## src/rtl/iqefds_pkg.sv

```systemverilog
// iqefds_pkg: shared widths, constants and types for the envelope fir slicer
// no dependencies
package iqefds_pkg;
	localparam int MAX_TAPS = 64;
	localparam int MAX_DECIMATION = 64;
	localparam int COEF_WIDTH = 16;
	localparam int FRAC_BITS = COEF_WIDTH - 1;
	localparam int TAP_W = $clog2(MAX_TAPS);
	localparam int CNT_W = TAP_W + 1;
	localparam int PH_W = $clog2(MAX_DECIMATION) > 0 ? $clog2(MAX_DECIMATION) : 1;
	localparam int MAG_W = 13;
	localparam int LVL_W = 16;
	localparam int ACC_W = 48;

	localparam logic [1:0] REG_THRESHOLD = 2'd0;
	localparam logic [1:0] REG_FIRST_TAPS = 2'd1;
	localparam logic [1:0] REG_SECOND_TAPS = 2'd2;
	localparam logic [1:0] REG_DECIMATION = 2'd3;

	typedef struct packed {
		logic start;
		logic sel;
		logic [CNT_W-1:0] taps;
		logic signed [LVL_W-1:0] x;
	} mac_cmd_t;
endpackage

```

## src/rtl/iqefds_mac.sv

```systemverilog
// iqefds_mac: shared multiply-accumulate over both fir filters, one tap per cycle
// holds delay lines and coefficient memories; depends on iqefds_pkg
module iqefds_mac (
	input  logic clk,
	input  logic arst_n,
	input  iqefds_pkg::mac_cmd_t cmd,
	input  logic clear,
	input  logic coef_we,
	input  logic coef_sel,
	input  logic [iqefds_pkg::TAP_W-1:0] coef_addr,
	input  logic signed [iqefds_pkg::COEF_WIDTH-1:0] coef_data,
	output logic done,
	output logic signed [iqefds_pkg::LVL_W-1:0] level
);
	localparam int N = iqefds_pkg::MAX_TAPS;
	localparam int TW = iqefds_pkg::TAP_W;
	localparam int CW = iqefds_pkg::CNT_W;
	localparam int AW = iqefds_pkg::ACC_W;
	localparam int PW = iqefds_pkg::COEF_WIDTH + iqefds_pkg::LVL_W;

	logic signed [iqefds_pkg::COEF_WIDTH-1:0] coef1_mem [N];
	logic signed [iqefds_pkg::COEF_WIDTH-1:0] coef2_mem [N];
	logic signed [iqefds_pkg::LVL_W-1:0] line1_mem [N];
	logic signed [iqefds_pkg::LVL_W-1:0] line2_mem [N];
	logic [TW-1:0] ptr1_q;
	logic [TW-1:0] ptr2_q;
	logic [CW-1:0] fill1_q;
	logic [CW-1:0] fill2_q;
	logic [TW-1:0] wr_addr;
	logic [TW-1:0] rd_addr1;
	logic [TW-1:0] rd_addr2;
	logic signed [iqefds_pkg::COEF_WIDTH-1:0] coef_rd_q;
	logic signed [iqefds_pkg::LVL_W-1:0] tap_rd_q;
	logic tap_z_q;
	logic signed [iqefds_pkg::LVL_W-1:0] tap_val;
	logic signed [AW-1:0] acc_q;
	logic signed [PW-1:0] prod_q;
	logic [CW-1:0] k_q;
	logic [CW-1:0] taps_q;
	logic sel_q;
	logic rd_v_q;
	logic pr_v_q;
	logic busy_q;
	logic fin_q;
	logic signed [AW-1:0] rnd;
	logic signed [AW-1:0] shq;

	// delay lines are circular buffers, newest sample at the pointer
	assign wr_addr = (cmd.sel ? ptr2_q : ptr1_q) + TW'(1);
	assign rd_addr1 = ptr1_q - k_q[TW-1:0];
	assign rd_addr2 = ptr2_q - k_q[TW-1:0];

	always_ff @(posedge clk) begin
		if (coef_we && !coef_sel) coef1_mem[coef_addr] <= coef_data;
		if (coef_we && coef_sel) coef2_mem[coef_addr] <= coef_data;
		coef_rd_q <= sel_q ? coef2_mem[k_q[TW-1:0]] : coef1_mem[k_q[TW-1:0]];
	end

	always_ff @(posedge clk) begin
		if (cmd.start && !cmd.sel) line1_mem[wr_addr] <= cmd.x;
		if (cmd.start && cmd.sel) line2_mem[wr_addr] <= cmd.x;
		tap_rd_q <= sel_q ? line2_mem[rd_addr2] : line1_mem[rd_addr1];
		// taps older than the fill count hold nothing since the last clear
		tap_z_q <= sel_q ? (k_q >= fill2_q) : (k_q >= fill1_q);
	end

	always_ff @(posedge clk or negedge arst_n) begin
		if (!arst_n) begin
			ptr1_q <= '0;
			ptr2_q <= '0;
			fill1_q <= '0;
			fill2_q <= '0;
		end else if (clear) begin
			fill1_q <= '0;
			fill2_q <= '0;
		end else if (cmd.start) begin
			if (!cmd.sel) begin
				ptr1_q <= wr_addr;
				if (fill1_q != CW'(N)) fill1_q <= fill1_q + CW'(1);
			end else begin
				ptr2_q <= wr_addr;
				if (fill2_q != CW'(N)) fill2_q <= fill2_q + CW'(1);
			end
		end
	end

	assign tap_val = tap_z_q ? '0 : tap_rd_q;

	always_ff @(posedge clk) begin
		prod_q <= coef_rd_q * tap_val;
	end

	assign rnd = acc_q + (AW'(1) <<< (iqefds_pkg::FRAC_BITS - 1));
	assign shq = rnd >>> iqefds_pkg::FRAC_BITS;

	always_ff @(posedge clk or negedge arst_n) begin
		if (!arst_n) begin
			busy_q <= 1'b0;
			rd_v_q <= 1'b0;
			pr_v_q <= 1'b0;
			fin_q <= 1'b0;
			done <= 1'b0;
			k_q <= '0;
			taps_q <= '0;
			sel_q <= 1'b0;
			acc_q <= '0;
			level <= '0;
		end else begin
			done <= 1'b0;
			pr_v_q <= rd_v_q;
			fin_q <= 1'b0;
			if (cmd.start) begin
				busy_q <= 1'b1;
				k_q <= '0;
				sel_q <= cmd.sel;
				taps_q <= (cmd.taps == '0) ? CW'(1) :
					(cmd.taps > CW'(N)) ? CW'(N) : cmd.taps;
				acc_q <= '0;
				rd_v_q <= 1'b0;
			end else begin
				rd_v_q <= busy_q;
				if (busy_q) begin
					k_q <= k_q + CW'(1);
					if (k_q == taps_q - CW'(1)) busy_q <= 1'b0;
				end
			end
			// the product is registered after the coefficient and tap read registers
			if (pr_v_q) acc_q <= acc_q + AW'(prod_q);
			if (pr_v_q && !rd_v_q) fin_q <= 1'b1;
			if (fin_q) begin
				done <= 1'b1;
				if (shq > AW'(32767)) level <= 16'sd32767;
				else if (shq < -AW'(32768)) level <= -16'sd32768;
				else level <= shq[15:0];
			end
		end
	end

	a_done_pulse: assert property (@(posedge clk) disable iff (!arst_n)
		done |=> !done) else $error("mac done held");
	a_k_bound: assert property (@(posedge clk) disable iff (!arst_n)
		busy_q |-> k_q < taps_q) else $error("mac index past tap count");
	a_taps_nonzero: assert property (@(posedge clk) disable iff (!arst_n)
		busy_q |-> taps_q != '0) else $error("mac zero taps");
	a_fill_bound: assert property (@(posedge clk) disable iff (!arst_n)
		fill1_q <= CW'(N) && fill2_q <= CW'(N)) else $error("mac fill count too large");
endmodule

```

## config.mk

```make
export PLATFORM = sky130hd
export DESIGN_NAME = iqefds_mac
export DESIGN_NICKNAME = d
export VERILOG_FILES = /design/src/rtl/iqefds_pkg.sv /design/src/rtl/iqefds_mac.sv
export SDC_FILE = /design/constraint.sdc
export NUM_CORES = 2
export LEC_CHECK = 0
export ABC_AREA = 0
export BUFFER_PORTS_ARGS = -buffer_cell sky130_fd_sc_hd__buf_4
export CORE_MARGIN = 4
export CORE_UTILIZATION = 55
export CTS_BUF_LIST = sky130_fd_sc_hd__clkbuf_16
export DETAILED_ROUTE_END_ITERATION = 10
export PLACE_DENSITY = 0.71
export SLEW_MARGIN = 5
export SYNTH_ARGS = -nofsm -noshare
export SYNTH_HDL_FRONTEND = slang
export SYNTH_SLANG_ARGS = --single-unit
```

## constraint.sdc

```tcl
create_clock -name clk -period 8.4 [get_ports clk]
set_input_delay 1.26 -clock clk [delete_from_list [all_inputs] [get_ports clk]]
set_output_delay 1.26 -clock clk [all_outputs]
set_load 0.1 [all_outputs]
```

==> run_results.csv <==
group,metric,value,unit
run_status,status,"finished, final reports clean",
synth,syn-num-nets,9011,
drt,vias_per_cell,6.36,
global_routing,track_usage,0.252,
worst_setup_path,crit_buf_inv,3,
timing,fmax,134,MHz
synth,postSynthCellCount,8533,
finish,nFillCells,21623,
worst_setup_path,setup.worst_path.class,"register to register",
drt,drt-pass1-iter-count,6,
finish,final_common_cell,"edfxtp_1",
placement,hpwl,242,mm
finish,area_delta_synth_final,11.3,%
floorplanning,fp.dieH,574,µm
worst_setup_path,worstSetupStartpoint,"tap_z_q",
synth,yosys_warnings,0,
clocking,clk_path_buf_depth,4,
worst_setup_path,crit_arrival,8.29,ns
finish,ff_latch_area,127000,µm²
floorplanning,dieWidth,574,µm
worst_setup_path,critical_path.slowest_cell,"fa_1",
clocking,clk_latency,0.97,ns
power,ir_drop,0.692,mV
global_routing,grt_pass1_vias,88437,
drt,antenna_left,0,
clocking,cts_tree,"yes",
timing,rsz0062_at_grt,"no",
worst_setup_path,critPathLaunchType,"register",
power,p_leak,64.6,nW
global_routing,antenna_found_initial,27,
floorplanning,start_util,0.554,
synth,synth_top_area_cell,"edfxtp_1",
clocking,hold_buffers,0,
job,maxCapViolCount,0,
placement,io_buffer_count,68,
worst_setup_path,crit_path_frequent_cell,"fa_1",
timing,fin_skew,0.0616,ns
drt,via_count,85849,
drt,routedWlPerCell,30.6,µm
worst_setup_path,end_kind,"register",
worst_setup_path,cpPeakStageDelay,0.90,ns
synth,synth_area,176000,µm²
drt,drc,0,
synth,synth_flop_cell,"edfxtp_1",
finish,multi_input_area,46500,µm²
timing,finalSetupViolCount,0,
synth,synthArstFlopShare,0.0258,
worst_setup_path,worstPathMaxFanout,16,
clocking,post_cts_resized,0,
global_routing,overflow,0,
floorplanning,rows,207,
synth,synth-seq-area-share,0.720,
synth,synth_edf_count,4096,
clocking,cts.sinks,4271,
synth,avgSynthCellArea,20.7,µm²
finish,drive_gt1_frac,0.253,
placement,finalWeightedCongestion,0.861,
drt,totalWireLength,412,mm
drt,drt_iter0_drc,11111,
floorplanning,die-area,330000,µm²
min_path,hold_class,"input pin to asynchronous set/reset pin",
worst_setup_path,required,9.22,ns
power,p_per_area,320,nW/µm²
timing,tightest_slew,1.30,ns
finish,nNetsFinal,9443,
global_routing,grt_pass1_wl,612,mm
clocking,path_clk_slew,0.06,ns
floorplanning,coreArea,319000,µm²
clocking,root_buffer,"clkbuf_16",
worst_setup_path,crit_family,"adder cells",
clocking,cts_setup_buffers,0,
timing,final_hold_viol_count,0,
clocking,htreeDepth,5,
timing,maxSlewViolCount,0,
timing,slew_headroom,0.108,
power,finalPower,0.0629,W
timing,min_period_over_period,0.890,
worst_setup_path,path_cells,"nor2b_2 > nand2_1 > inv_1 > fa_1 > fa_1 > fa_1 > fa_1 > fa_1 > inv_1 > fa_1 > inv_1 > ha_1 > a21o_1 > nor3_1 > o21ai_0 > o211ai_1 > nor4b_1 > nor3_1 > a2111oi_2 > a21oi_1 > xnor2_1",
global_routing,grt_max_degree,143,
floorplanning,num_io_pins,69,
worst_setup_path,reg2reg_from,"tap_z_q",
timing,tns,0,ns
clocking,cts_buffers,422,
synth,netlist_top_cells_area,"edfxtp_1 (70%), mux4_2 (17%), fa_1 (3.0%)",
synth,yosys.area.top_type_share,0.697,
synth,synth_seq_cells,4271,
timing,fin_crit,7.48,ns
synth,ys_types,80,
finish,final_cell_mix,"edfxtp_1 (4096), mux4_2 (1299), inv_1 (464)",
## path summary, 6_finish.rpt
check / endpoint / cells past startpoint / slack, ns
max: prod_q[31] / 21 / 0.92
min: rd_v_q / 1 / 0.31
max reg2reg: prod_q[31] / 21 / 0.92
min reg2reg: pr_v_q / 0 / 0.48
max in group asynchronous: acc_q[9] / 2 / 6.72
min in group clk: pr_v_q / 0 / 0.48
## stage by stage
stage          instance area [µm²]  hold slack (ns)   util  setup slack [ns]  cells
5_1_grt                     196000            0.326  0.616             0.432  13485
3_3_place_gp                183000            0.465  0.576             0.598  12721
6_report                    196000            0.307  0.616             0.924  13493
4_1_cts                     196000            0.278  0.616             0.467  13482
3_5_place_dp                183000            0.462  0.576             0.470  12721
2_1_floorplan               176000            0.353      -              1.70   8533
## metal layers
metal  wire, µm  part of all wire  track usage  up-vias
met5         99           0.00024            0        -
met4      14100             0.034       0.0793       16
met3      38900             0.094       0.0482      741
met2     200000              0.48        0.398     4332
met1     159000              0.39        0.362    45418
li1           -                 -            -    35342
## report_power, final
group / switching (W) / internal (W) / leakage, nW
clock: 0.00782 / 0.00976 / 6.75
combinational: 0.0123 / 0.00869 / 19.1
sequential: 0.000459 / 0.0239 / 38.8
total: 0.0205 / 0.0424 / 64.6
## final cells by class
type	count	share of cell area
sequential	4271	0.647
timing repair buffer	417	0.0171
tap	4180	0.0266
multi-input combinational	3499	0.237
antenna	11	0.000140
clock buffer	430	0.0548
clock inverter	331	0.0108
inverter	354	0.00681
## cell usage after synthesis (all sizes together), types with 54 or more instances
master,instances
edfxtp,4096
mux4,1299
nand2,422
nor2,358
inv,351
fa,265
clkbuf,256
ha,161
buf,153
o21ai,141
and2,137
dfrtp,110
nand3,98
xnor2,91
a21oi,86
dfxtp,65
xor2,54
## cells by family (layout without fill, tap and decap cells)
family,Yosys count,count (layout),synth area share
flops,4271,4271,0.720
buf+inv,763,1532,0.0171
mux,1342,1342,0.168
fa+ha+maj,426,426,0.0415
other cells,0,11,0
compound gates,416,416,0.0155
xor+xnor,145,145,0.00720
simple gates,1170,1170,0.0300
## registers in the layout, indices dropped and copies added (netlist names), 6 cells and up
signal / cells
coef_rd_q: 16
taps_q: 7
coef2_mem: 1024
tap_rd_q: 16
line1_mem: 1024
prod_q: 32
level: 16
fill1_q: 7
acc_q: 48
coef1_mem: 1024
ptr2_q: 6
line2_mem: 1024
ptr1_q: 6
fill2_q: 7
k_q: 7
## worst register-to-register path, stage by stage (launching register included)
cell	delay, ns
dfxtp_1	0.48
nor2b_2	0.74
nand2_1	0.21
inv_1	0.12
fa_1	0.57
fa_1	0.90
fa_1	0.53
fa_1	0.52
fa_1	0.50
inv_1	0.05
fa_1	0.48
inv_1	0.04
ha_1	0.34
a21o_1	0.21
nor3_1	0.14
o21ai_0	0.12
o211ai_1	0.17
nor4b_1	0.40
nor3_1	0.13
a2111oi_2	0.39
a21oi_1	0.14
xnor2_1	0.16
Power figures use the tool's default switching activity.
