===== src/rtl/iqefds_pkg.sv =====
// iqefds_pkg: shared widths, constants and types for the envelope fir slicer
// no dependencies
package iqefds_pkg;
	localparam int MAX_TAPS = 64;
	localparam int MAX_DECIMATION = 64;
	localparam int COEF_WIDTH = 16;
	localparam int FRAC_BITS = COEF_WIDTH - 1;
	localparam int TAP_W = $clog2(MAX_TAPS);
	localparam int CNT_W = TAP_W + 1;
	localparam int PH_W = $clog2(MAX_DECIMATION) > 0 ? $clog2(MAX_DECIMATION) : 1;
	localparam int MAG_W = 13;
	localparam int LVL_W = 16;
	localparam int ACC_W = 48;

	localparam logic [1:0] REG_THRESHOLD = 2'd0;
	localparam logic [1:0] REG_FIRST_TAPS = 2'd1;
	localparam logic [1:0] REG_SECOND_TAPS = 2'd2;
	localparam logic [1:0] REG_DECIMATION = 2'd3;

	typedef struct packed {
		logic start;
		logic sel;
		logic [CNT_W-1:0] taps;
		logic signed [LVL_W-1:0] x;
	} mac_cmd_t;
endpackage


===== src/rtl/iqefds_isqrt.sv =====
// iqefds_isqrt: bit-pair iterative integer square root, one step per cycle
// depends on iqefds_pkg
module iqefds_isqrt (
	input  logic clk,
	input  logic arst_n,
	input  logic start,
	input  logic [25:0] radicand,
	output logic done,
	output logic [iqefds_pkg::MAG_W-1:0] root
);
	logic [25:0] x_q;
	logic [25:0] r_q;
	logic [25:0] bit_q;
	logic busy_q;
	logic [25:0] trial;

	assign trial = r_q + bit_q;
	assign root = r_q[iqefds_pkg::MAG_W-1:0];

	always_ff @(posedge clk or negedge arst_n) begin
		if (!arst_n) begin
			busy_q <= 1'b0;
			done <= 1'b0;
			x_q <= '0;
			r_q <= '0;
			bit_q <= '0;
		end else begin
			done <= 1'b0;
			if (start) begin
				busy_q <= 1'b1;
				x_q <= radicand;
				r_q <= '0;
				bit_q <= 26'd1 << 24;
			end else if (busy_q) begin
				if (x_q >= trial) begin
					x_q <= x_q - trial;
					r_q <= (r_q >> 1) + bit_q;
				end else begin
					r_q <= r_q >> 1;
				end
				bit_q <= bit_q >> 2;
				if (bit_q == 26'd1) begin
					busy_q <= 1'b0;
					done <= 1'b1;
				end
			end
		end
	end

	a_done_one_cycle: assert property (@(posedge clk) disable iff (!arst_n)
		done |=> !done) else $error("isqrt done held");
	a_start_idle: assert property (@(posedge clk) disable iff (!arst_n)
		start |=> busy_q) else $error("isqrt did not start");
	a_root_range: assert property (@(posedge clk) disable iff (!arst_n)
		done |-> r_q < 26'd8192) else $error("isqrt root too wide");
endmodule


===== config.mk =====
export PLATFORM = sky130hd
export DESIGN_NAME = iqefds_isqrt
export DESIGN_NICKNAME = d
export VERILOG_FILES = /design/src/rtl/iqefds_pkg.sv /design/src/rtl/iqefds_isqrt.sv
export SDC_FILE = /design/constraint.sdc
export NUM_CORES = 1
export LEC_CHECK = 0
export BUFFER_PORTS_ARGS = -buffer_cell sky130_fd_sc_hd__buf_2
export CAP_MARGIN = 20
export CORE_ASPECT_RATIO = 2
export CORE_MARGIN = 5
export CORE_UTILIZATION = 45
export CTS_CLUSTER_DIAMETER = 150
export CTS_CLUSTER_SIZE = 40
export DETAILED_ROUTE_END_ITERATION = 12
export SKIP_LAST_GASP = 1
export SLEW_MARGIN = 30
export SYNTH_ARGS = -nofsm -noshare
export SYNTH_HDL_FRONTEND = slang
export SYNTH_SLANG_ARGS = --single-unit

===== constraint.sdc =====
create_clock -name clk -period 6.9 [get_ports clk]
set_input_delay 0.345 -clock clk [delete_from_list [all_inputs] [get_ports clk]]
set_output_delay 0.345 -clock clk [all_outputs]
set_load 0.03 [all_outputs]

==> impl_results.md, run 1 <==
* Share of cells above drive strength 1 at roughly an eighth
* Cell mode on critical path: a31oi_1
* Worst Path Required at 7130 ps
* # hold bufs at CTS at 0
* Setup crit end kind: flop
* Flops & latches, synth at 67
* Post-CTS Setup Inserts at 0
* CTS Buf Count at 9
* Die area at ~16000 sq um
* Die span in y at 171.4 um
* Ys flop type: dfrtp_1
* Slowest CP cell: dfrtp_1
* Count of non-filler cells in the finished layout at 869
* TritonCTS sink count at 67
* Gpl congestion at slightly below 0.9
* Vias per cell at a little under 6
* Clock transition at path regs at 60 ps
* Worst-Skew Late Latency at 330 ps
* # setup viols final at 0
* Post-CTS resize count at 0
* Overflow after GRT at 0
* Synthesized net count at roughly 780
* Worst Tran Pin Value at 797.7 ps
* Relative slew slack at between 40% and 50%
* Antenna diodes at 0
* Die Width at a little over 90 um
* Mapped cell area at around 5900 sq um
* DRT iter0 DRCs at around 300
* P_leak at around 0.0029 uW
* Unrepaired setup endpoints after global routing: false
* Max Clk Rate at 185.4 MHz
* Vias in the first global route at approximately 5.3k
* Yosys warns at 0
* Final period utilization at 78.18%
* CP peak stage delay at about 460 ps
* Syn Inst Count at 695
* Worst R2R Start: r_q[2]
* CP arrival at 5620 ps
* Starting density of the core at 45.38%
* Core Rows at between 50 and 60
* R2R Setup Slk at about 1500 ps
* Post-DP HPWL at 11.30 mm
* Cell Chain, Critical Path: ha_1 > a31oi_1 > o21bai_1 > a31oi_1 > o21ba_2 > o21ai_1 > a31oi_1 > nor2_1 > nor2_1 > xor2_1 > ha_1 > a21oi_2 > o21ai_1 > a221o_1 > a31oi_2 > o21ai_2 > a21oi_4 > buf_4 > and2b_1 > xnor2_1 > a211oi_1
* Startpoint types: flop
* Seq/Total Area, Yosys at 28.60%
* Status: finished clean
* Total Routed Length at around 15 mm
* EDFF count, synth at 0
* Root Driver: clkbuf_16
* CTS tree: done
* R2R depth at 21
* DRC errors left at 0
* Synth-to-layout area growth at 9.178%
* Largest net degree at the start of global routing at a little under 70
* Pwr Density at 401.9 nW/um^2
* CP Max Fanout at 34
* TritonRoute pass-1 iters at 5
* Initial antenna violation count at 0
* Post-synth cell types at 66
* First-pass GRT wire length at 25.42 mm
* Max-slew violations at 0
* Max clock buf depth at 2
* Async SR Flop Fraction at 100.0%
* Vias post-DR at ~5.1k
* Buffers on Ports at 42
* # IOs at 43
* Min-Delay Path Class: in2async
* Wire per inst at between 15 and 20 um
* Period minus WS final at 5395 ps
* VDD IR max at 0.2486 mV
* Tot GR Track Use at a little under 20%
* Hold Violations, Final at 0
* Core Region at ~13000 sq um
* Post-DRT Antenna Nets at 0
* H-tree levels at 3
* Clock skew at ~9.5 ps
* Critical R2R Capture: r_q[11]
* Worst setup path class: reg2reg
* Max cap viols at 0
* Dpl cells at roughly 850
* Avg Inst Size Synth at 8.434 sq um
* Final TNS setup at 0 ps
* Nets at approximately 800
## final cells by class
class	instances	area, sq um
Fill cell	1257	6519
Multi-Input combinational cell	565	3875
Sequential cell	67	1678
Timing Repair Buffer	48	259.0
Clock buffer	10	229.0
Tap cell	152	190.2
Clock inverter	6	90.09
Inverter	21	78.83
## where the power goes
part | switching (uW) | total [uW] | internal, uW
logic | 876 | 1510 | 632
clock network | 182 | 500 | 318
registers | 80.1 | 564 | 484
## cells in the final DEF (no fill, tap or decap), types with 3 or more instances in the layout
master / synthesis / routed
nor2_1: 82 / 82
nand2_1: 69 / 68
dfrtp_1: 67 / 66
ha_1: 54 / 54
a21oi_1: 47 / 47
o21ai_0: 43 / 43
buf_2: 4 / 42
xnor2_1: 32 / 32
mux2i_1: 24 / 24
xor2_1: 21 / 21
inv_1: 20 / 20
a31oi_1: 17 / 17
and3_1: 14 / 14
a21o_1: 14 / 14
a211oi_1: 13 / 13
o21ai_1: 10 / 10
nand3_1: 10 / 10
clkbuf_16: 0 / 9
o21bai_1: 8 / 8
nor3_1: 8 / 8
or3_1: 8 / 8
a311oi_1: 8 / 8
a221oi_1: 7 / 7
nor2b_1: 6 / 6
nand4_1: 5 / 5
nor4_1: 5 / 5
o21a_1: 5 / 5
buf_4: 13 / 5
a31o_2: 4 / 4
nand2b_1: 3 / 3
a21boi_0: 3 / 3
o22ai_1: 3 / 3
## critical path: cells and delay by family (launching register included)
family                   cells  cell delay [ps]
AO/OA/AOI/OAI               13             3010
adder cells (fa/ha/maj)      2              740
flip-flops                   1              460
AND/OR/NAND/NOR              3              410
buffers and inverters        1              400
XOR/XNOR                     2              260
## cell usage after synthesis (13+ instances only)
library cell	n	area, sq um
a211oi_1	13	97.59
a21o_1	14	105.1
a21oi_1	47	235.2
a31oi_1	17	106.4
and3_1	14	87.58
buf_4	13	97.59
clkbuf_1	18	67.56
dfrtp_1	67	1677
ha_1	54	675.7
inv_1	20	75.07
mux2i_1	24	240.2
nand2_1	69	259.0
nor2_1	82	307.8
o21ai_0	43	215.2
xnor2_1	32	280.3
xor2_1	21	183.9
## per-stage QoR
| step | instance area (sq um) | setup WS [ps] | util [%] | hold WS (ps) | power [uW] |
|---|---|---|---|---|---|
| after floorplan | 5862 | 2606 | - | 49.41 | 1790 |
| after global placement | 6075 | 1663 | 47.02 | 524.4 | 2035 |
| after detailed placement | 6075 | 1547 | 47.02 | 535.3 | 2072 |
| after CTS | 6394 | 1531 | 49.49 | 206.2 | 2590 |
| after global routing | 6400 | 1144 | 49.54 | 189.5 | 2800 |
| final | 6400 | 1505 | 49.54 | 100.0 | 2572 |
## routing by layer
| metal | part of all wire [%] | up-vias | track usage, % |
|---|---|---|---|
| met4 | 3.1 | 0 | 8.036 |
| li1 | - | 2550 | - |
| met3 | 3.6 | 27 | 3.107 |
| met2 | 53 | 117 | 37.26 |
| met1 | 40 | 2429 | 22.02 |
| met5 | 0 | - | 0 |
## registers in the layout, indices dropped and copies added (netlist names)
| signal | flops |
|---|---|
| bit_q | 13 |
| busy_q | 1 |
| done | 1 |
| r_q | 26 |
| x_q | 26 |
## how the worst max path moves through the flow
stage	start	to	depth (start not counted)
CTS	r_q[2]	r_q[11]	21
finish	r_q[2]	r_q[11]	21
detailed placement	r_q[2]	x_q[25]	21
global placement	r_q[2]	x_q[25]	21
global route	r_q[0]	r_q[11]	21
floorplan	r_q[2]	r_q[12]	21
## logic make-up (layout without fill, tap and decap cells)
family                     Yosys count  in the layout  share of synthesized area, %
and+or+nand+nor                    221            221                         17.31
AOI/OAI and AO/OA                  211            211                         24.55
DFF                                 67             67                         28.60
buffers and inverters               63             85                         5.464
adders and majority gates           55             55                         11.87
xor gates and xnor gates            53             53                         7.919
muxes                               25             25                         4.290
No activity file was read; power rests on OpenSTA's default activity.
==> run 2: changes to the inputs <==
--- a/config.mk
+++ b/config.mk
@@ -5,6 +5,7 @@
 export SDC_FILE = /design/constraint.sdc
 export NUM_CORES = 1
 export LEC_CHECK = 0
+export ABC_AREA = 1
 export BUFFER_PORTS_ARGS = -buffer_cell sky130_fd_sc_hd__buf_2
 export CAP_MARGIN = 20
 export CORE_ASPECT_RATIO = 2
==> constraint.sdc (replaced) <==
create_clock -name clk -period 5.4 [get_ports clk]
set_input_delay 0.27 -clock clk [delete_from_list [all_inputs] [get_ports clk]]
set_output_delay 0.27 -clock clk [all_outputs]
set_load 0.03 [all_outputs]
==> run 2 against run 1 <==
Effect of this change:
- maximum frequency grew 22%
- clock-buffer cell count increased by 1
- combinational power is 120% higher
- critical endpoint is now x_q[13]
- sequential share of layout area fell by 5.3 points
- largest power group unchanged
- highest routed layer unchanged
- via count increased by 50%
- first-iteration DRC count up 4.4%
==> impl_results.md, run 2 <==
* Status: finished clean
* Dpl cells at 1453 (+70%)
* Post-synth cell types at 37 (-44%)
* Most common cell after layout, fill and taps aside: nand2_1
* TritonRoute pass-1 iters at 5 (unchanged)
* Met1 WL at 8.782 mm (+47%)
* Most frequent cells in the layout: 472 x nand2_1, 198 x inv_1, 90 x nand3_1, 67 x nor2_1, 67 x dfrtp_1
* Avg Inst Size Synth at 6.048 sq um (-28%)
* Filler cell count at 1822 (+45%)
* Vias in the first global route at 7942 (+50%)
* CTS tree: done
* Seq/Total Area, Yosys at 22.45% (-6.2 points)
* # hold bufs at CTS at 0 (unchanged)
* Worst setup path class: reg2reg
* First-pass GRT wire length at 40.79 mm (+60%)
* Async SR Flop Fraction at 100.0% (unchanged)
* Worst-Skew Late Latency at 350 ps (+20 ps)
* Root Driver: clkbuf_16
* DRC errors left at 0 (unchanged)
* Met2 routed WL at 13.97 mm (+75%)
* Largest net degree at the start of global routing at 68 (unchanged)
* Flops & latches, synth at 67 (unchanged)
* DRT iter0 DRCs at 306 (+4.4%)
* # setup viols final at 0 (unchanged)
* Max-slew violations at 0 (unchanged)
* # IOs at 43 (unchanged)
* Core Region at 16270 sq um (+26%)
* Compound-Gate Fraction of Synth Area at 8.375% (-16 points)
* Yosys warns at 0 (unchanged)
* Post-DP HPWL at 20.84 mm (+84%)
* Total Routed Length at 25.82 mm (+72%)
* Wire per inst at 17.58 um (+2.0%)
* Die Width at 101.1 um (+11%)
* Min-Delay Path Class: in2async
* EDFF count, synth at 0 (unchanged)
* Nets at 1344 (+69%)
* Cell mode on critical path: nand2_1
* Slowest CP cell: nor2_4
* Final period utilization at 81.64% (+3.5 points)
* Synthesized net count at 1319 (+69%)
* Startpoint types: flop
* Starting density of the core at 45.92% (+0.54 points)
* Share of cells above drive strength 1 at 7.747% (-4.2 points)
* CP arrival at 4640 ps (-980 ps)
* Met3 routed WL at 629 um (+17%)
* Synth top area cells: nand2_1 24%, dfrtp_1 22%, inv_1 9.9%
* Max clock buf depth at 2 (unchanged)
* Pwr Density at 593.8 nW/um^2 (+48%)
* R2R Setup Slk at 990 ps (-510 ps)
* Count of non-filler cells in the finished layout at 1469 (+69%)
* CP peak stage delay at 570 ps (+110 ps)
* Clock transition at path regs at 60 ps (about the same)
* Top flop regs: r_q x26, x_q x26, bit_q x13
* Synth Area in XOR/XNOR at 5.863% (-2.1 points)
* Synth top cells by count: 472 x nand2_1, 198 x inv_1, 90 x nand3_1, 68 x nor2_1, 67 x dfrtp_1
* Antenna diodes at 0 (unchanged)
* Max cap viols at 0 (unchanged)
* Buffers on Ports at 42 (unchanged)
* Mapped cell area at 7470 sq um (+27%)
* Tot GR Track Use at 27.85% (+8.0 points)
* Relative slew slack at 37.33% (-9.5 points)
* Overflow after GRT at 0 (unchanged)
* Max Clk Rate at 226.8 MHz (+22%)
* Gpl congestion at 1.009 (+15%)
* Worst Path Required at 5630 ps (-1500 ps)
* Period minus WS final at 4409 ps (-985.9 ps)
* Ys flop type: dfrtp_1
* Vias per cell at 5.244 (-11%)
* CTS Buf Count at 9 (unchanged)
* Critical R2R Capture: x_q[13]
* Leading area contributor after synthesis: nand2_1
* Hold Violations, Final at 0 (unchanged)
* Synth-to-layout area growth at 7.420%
* Worst hold slack at 27.31 ps (-72.72 ps)
* CP Max Fanout at 24 (-29%)
* Simple-Gate Fraction of Synth Area at 40.35% (+23 points)
* TritonCTS sink count at 67 (unchanged)
* Post-CTS resize count at 0 (unchanged)
* Mux cell area share after synthesis at 0% (-4.3 points)
* Die span in y at 192.2 um (+12%)
* Core Rows at 66 (+12%)
* P_leak at 0.004297 uW (+46%)
* Die area at 19430 sq um (+25%)
* Vias post-DR at 7703 (+50%)
* H-tree levels at 3 (unchanged)
* Worst R2R Start: bit_q[0]
* Top cell type's share of synthesized area at 23.72% (-4.9 points)
* Unrepaired setup endpoints after global routing: false
* Synth Area in Adders at 9.313% (-2.6 points)
* VDD IR max at 0.1866 mV (-25%)
* Setup crit end kind: flop
* Main combinational cell family by area after synthesis: simple AND/OR/NAND/NOR gates
* Cell Chain, Critical Path: ha_1 > ha_1 > nand2_1 > a21oi_1 > o21ai_0 > o21ai_0 > a21oi_1 > xor2_1 > ha_1 > nand2_1 > nor2_1 > nand2_1 > nor2_1 > nand3_1 > nand3_2 > nor2_4 > nor2_2 > nand2_1 > nand3_1
* Post-DRT Antenna Nets at 0 (unchanged)
* Initial antenna violation count at 0 (unchanged)
* Clock skew at 4.653 ps (-4.853 ps)
* Worst Tran Pin Value at 939.1 ps (+141.3 ps)
* R2R depth at 19 (-9.5%)
* Syn Inst Count at 1235 (+78%)
* Post-CTS Setup Inserts at 0 (unchanged)
* DR top layer: met4
* Count leader, synth: nand2_1
* Final TNS setup at 0 ps (unchanged)
==> run 2: through the flow <==
step	setup slack, ps	area (sq um)	power (uW)	util [%]
floorplan	2191	7470	3423	-
global placement	1059	7725	4133	47.49
detailed placement	1057	7725	4144	47.49
CTS	1049	8020	4782	49.30
global route	734.1	8024	5243	49.32
finish	991.3	8024	4764	49.32
==> run 2: where the power goes <==
part	leakage [uW]	total (uW)	internal [uW]	switching [uW]
Combinational	0.00329	3300	1090	2210
Sequential	0.000861	852	669	183
Clock	0.000145	612	368	244
Total	0.00430	4760	2130	2630
==> run 2: area by class of cell <==
class	count	area [sq um]	share of cell area (%)
clock inverter	5	52.55	0.6549
timing repair buffer	49	266.5	3.321
clock buffer	11	242.7	3.025
sequential	67	1677	20.90
tap	204	255.2	3.181
multi-input combinational	932	4776	59.52
inverter	201	754.5	9.403
==> run 2: how the worst max path moves through the flow <==
stage	slack [ps]	to	depth (start not counted)	startpoint
6_report	990	x_q[13]	19	bit_q[0]
5_1_grt	730	r_q[25]	20	r_q[4]
2_1_floorplan	2190	r_q[6]	20	r_q[4]
3_3_place_gp	1060	x_q[12]	22	bit_q[0]
3_5_place_dp	1060	r_q[25]	19	bit_q[0]
4_1_cts	1050	x_q[13]	19	bit_q[0]
==> run 2: logic make-up (layout without fill, tap and decap cells) <==
group,Yosys count,in the layout
adders and majority gates,55,55
xor gates and xnor gates,50,50
DFF,67,67
buffers and inverters,236,266
and+or+nand+nor,709,709
AOI/OAI and AO/OA,118,118
==> run 2: metal layers <==
metal,up-vias,track usage [%]
li1,3912,-
met1,3513,25.44
met2,174,52.70
met3,104,2.617
met4,0,23.60
met5,-,0
==> run 2: worst max-delay path: cells and delay by family, from the launching register on <==
kind,cells,cell delay (ps)
compound gates,4,1160
xor+xnor,1,220
fa+ha+maj,3,760
flops,1,420
simple gates,11,1710
==> run 3: changes to the inputs <==
==> constraint.sdc (replaced) <==
create_clock -name clk -period 4.1 [get_ports clk]
set_input_delay 0.205 -clock clk [delete_from_list [all_inputs] [get_ports clk]]
set_output_delay 0.205 -clock clk [all_outputs]
set_load 0.03 [all_outputs]
==> run 3 against run 2 <==
Effect of this change:
- critical path depth is 4 higher
- clock-buffer cell count fell by 2
- wire length fell by 0.19%
- die area unchanged
- via count increased by 1.6%
- clock power rose by 29%
- critical path type unchanged
- largest cell class unchanged
==> impl_results.md, run 3 (synthesized netlist as in run 2, its figures left out) <==
* Wire per inst at 17.32 um (-1.5%)
* Count of non-filler cells in the finished layout at 1488 (+1.3%)
* DRT iter0 DRCs at 288 (-5.9%)
* Max cap viols at 0 (unchanged)
* Top flop regs: r_q x26, x_q x26, bit_q x13
* Total Routed Length at 25.77 mm (-0.19%)
* Most common cell after layout, fill and taps aside: nand2_1
* TritonCTS sink count at 67 (unchanged)
* Post-CTS Setup Inserts at 0 (unchanged)
* Critical path origin: r_q[2]
* CTS Buf Count at 9 (unchanged)
* Min-Delay Path Class: in2reg
* Starting density of the core at 45.92% (unchanged)
* Final period utilization at 92.36% (+11 points)
* Largest net degree at the start of global routing at 41 (-40%)
* Seq pwr share at 17.2% (-0.7 points)
* Pwr Density at 778.5 nW/um^2 (+31%)
* Most frequent cells in the layout: 471 x nand2_1, 198 x inv_1, 90 x nand3_1, 67 x dfrtp_1, 65 x nor2_1
* Vias post-DR at 7823 (+1.6%)
* Startpoint types: flop
* CP endpoint: x_q[19]
* VDD IR max at 0.2628 mV (+41%)
* Clock skew at 10.63 ps (+5.978 ps)
* Gpl congestion at 0.9459 (-6.3%)
* Gate power share at 70.5% (+1.2 points)
* Die Width at 101.1 um (unchanged)
* Worst Tran Pin Value at 861.9 ps (-77.18 ps)
* PnR worst setup slack at 313.1 ps (-678.2 ps)
* Int Pwr at 2936 uW (+38%)
* Tot GR Track Use at 27.49% (-0.36 points)
* R2R Setup Slk at 310 ps (-680 ps)
* R2R depth at 23 (+4)
* TritonRoute pass-1 iters at 5 (unchanged)
* Unrepaired setup endpoints after global routing: false
* Die area at 19430 sq um (unchanged)
* Worst Setup Slack post-DPL at 106.3 ps (-950.7 ps)
* Worst Path Required at 4380 ps (-1250 ps)
* Nets at 1364 (+1.5%)
* NetSw at 3495 uW (+33%)
* Core Region at 16270 sq um (unchanged)
* Post-DRT Antenna Nets at 0 (unchanged)
* Buffers on Ports at 42 (unchanged)
* Status: finished clean
* Overflow after GRT at 0 (unchanged)
* Root Driver: clkbuf_16
* CP Max Fanout at 21 (-13%)
* Max Clk Rate at 264.1 MHz (+16%)
* Critical R2R Capture: x_q[19]
* First-pass GRT wire length at 40.83 mm (+0.10%)
* Clk network pwr share at 12.3% (-0.6 points)
* Initial antenna violation count at 0 (unchanged)
* Max-slew violations at 0 (unchanged)
* Sw frac at 54.34% (-0.92 points)
* Core Rows at 66 (unchanged)
* Final core occ at 50.78% (+1.5 points)
* Vias in the first global route at 8211 (+3.4%)
* Worst setup path class: reg2reg
* Relative slew slack at 42.48% (+5.2 points)
* CTS tree: done
* Clock transition at path regs at 60 ps (about the same)
* Synth-to-layout area growth at 10.59%
* H-tree levels at 3 (unchanged)
* Setup crit end kind: flop
* Final TNS setup at 0 ps (unchanged)
* Finished Cell Area at 8260 sq um (+2.9%)
* Hold path start: radicand[25]
* Post-DP Area at 7903 sq um (+2.3%)
* CP arrival at 4070 ps (-570 ps)
* # setup viols final at 0 (unchanged)
* Vias per cell at 5.257 (+0.26%)
* P_leak at 0.004392 uW (+2.2%)
* Worst R2R Start: r_q[2]
* DRC errors left at 0 (unchanged)
* Hold path depth at 3
* Hold Violations, Final at 0 (unchanged)
* Antenna diodes at 0 (unchanged)
* Worst-Skew Late Latency at 350 ps (about the same)
* Period minus WS final at 3787 ps (-621.8 ps)
* Max clock buf depth at 2 (unchanged)
* Dpl cells at 1472 (+1.3%)
* # IOs at 43 (unchanged)
* Die span in y at 192.2 um (unchanged)
* Post-DP HPWL at 21.48 mm (+3.1%)
* Share of cells above drive strength 1 at 9.735% (+2.0 points)
==> run 3: changes by cell type in the layout (fill, tap and decap cells not counted), sizes merged <==
cell | previous run | this run
buf | 49 | 68
clkbuf | 11 | 9
clkinv | 3 | 1
clkinvlp | 1 | 3
dlygate4sd3 | 0 | 1
inv | 201 | 202
==> run 3: cell type report <==
type	instances	area, sq um
flip-flops and latches	67	1677
clock inverters	6	66.31
fillers	1788	8008
well taps	204	255.2
inverters	201	754.5
repair buffers	69	456.7
multi-input cells	932	4826
clock buffers	9	225.2
==> run 3: worst min-delay path by stage <==
stage,slack (ps),to
5_1_grt,100,x_q[25]
2_1_floorplan,-90,bit_q[0]
3_3_place_gp,300,x_q[3]
3_5_place_dp,310,x_q[3]
6_report,90,x_q[25]
4_1_cts,80,x_q[18]
==> run 3: stage by stage <==
step	hold WS (ps)	total power, uW
after floorplan	-90.59	4508
after global placement	299.0	5587
after detailed placement	311.5	5604
after CTS	82.98	6425
after global routing	104.5	7068
final	88.04	6431
==> run 3: power groups by stage <==
stage / Combinational [uW] / Sequential, uW / Clock, uW
after floorplan: 3470 / 1040 / 0
after global placement: 4480 / 1110 / 0
after detailed placement: 4490 / 1110 / 0
after CTS: 4520 / 1100 / 804
after global routing: 5120 / 1120 / 824
final: 4540 / 1110 / 790
==> run 3: critical path: stages, from the launching register on <==
cell and delay [ps]:
dfrtp_1 430, ha_1 350, nand3_1 80, nand2_1 150, a21oi_1 110, o21ai_1 210, nand2_1 150, o21ai_1 170
xor2_1 240, ha_1 330, nand2_1 150, inv_1 50, nand2_1 70, nand2_1 80, inv_1 60, nand2_1 90
a21oi_1 170, nand3_2 150, nand2_4 150, nand2_8 100, inv_2 110, buf_12 170, nand2_1 60, nand2_1 60
==> run 3: timing repair <==
action,4_1_cts,5_1_grt
hold endpoints to repair,27,0
setup endpoints to repair,0,42
gates resized for setup,0,18
hold buffers,1,0
==> run 3: routing by layer <==
metal	vias to the layer above	GRT usage [%]	part of all wire [%]
met3	117	2.908	2.3
li1	3952	-	-
met1	3560	24.66	34
met5	-	0	0
met2	194	52.52	54
met4	0	22.84	9.4
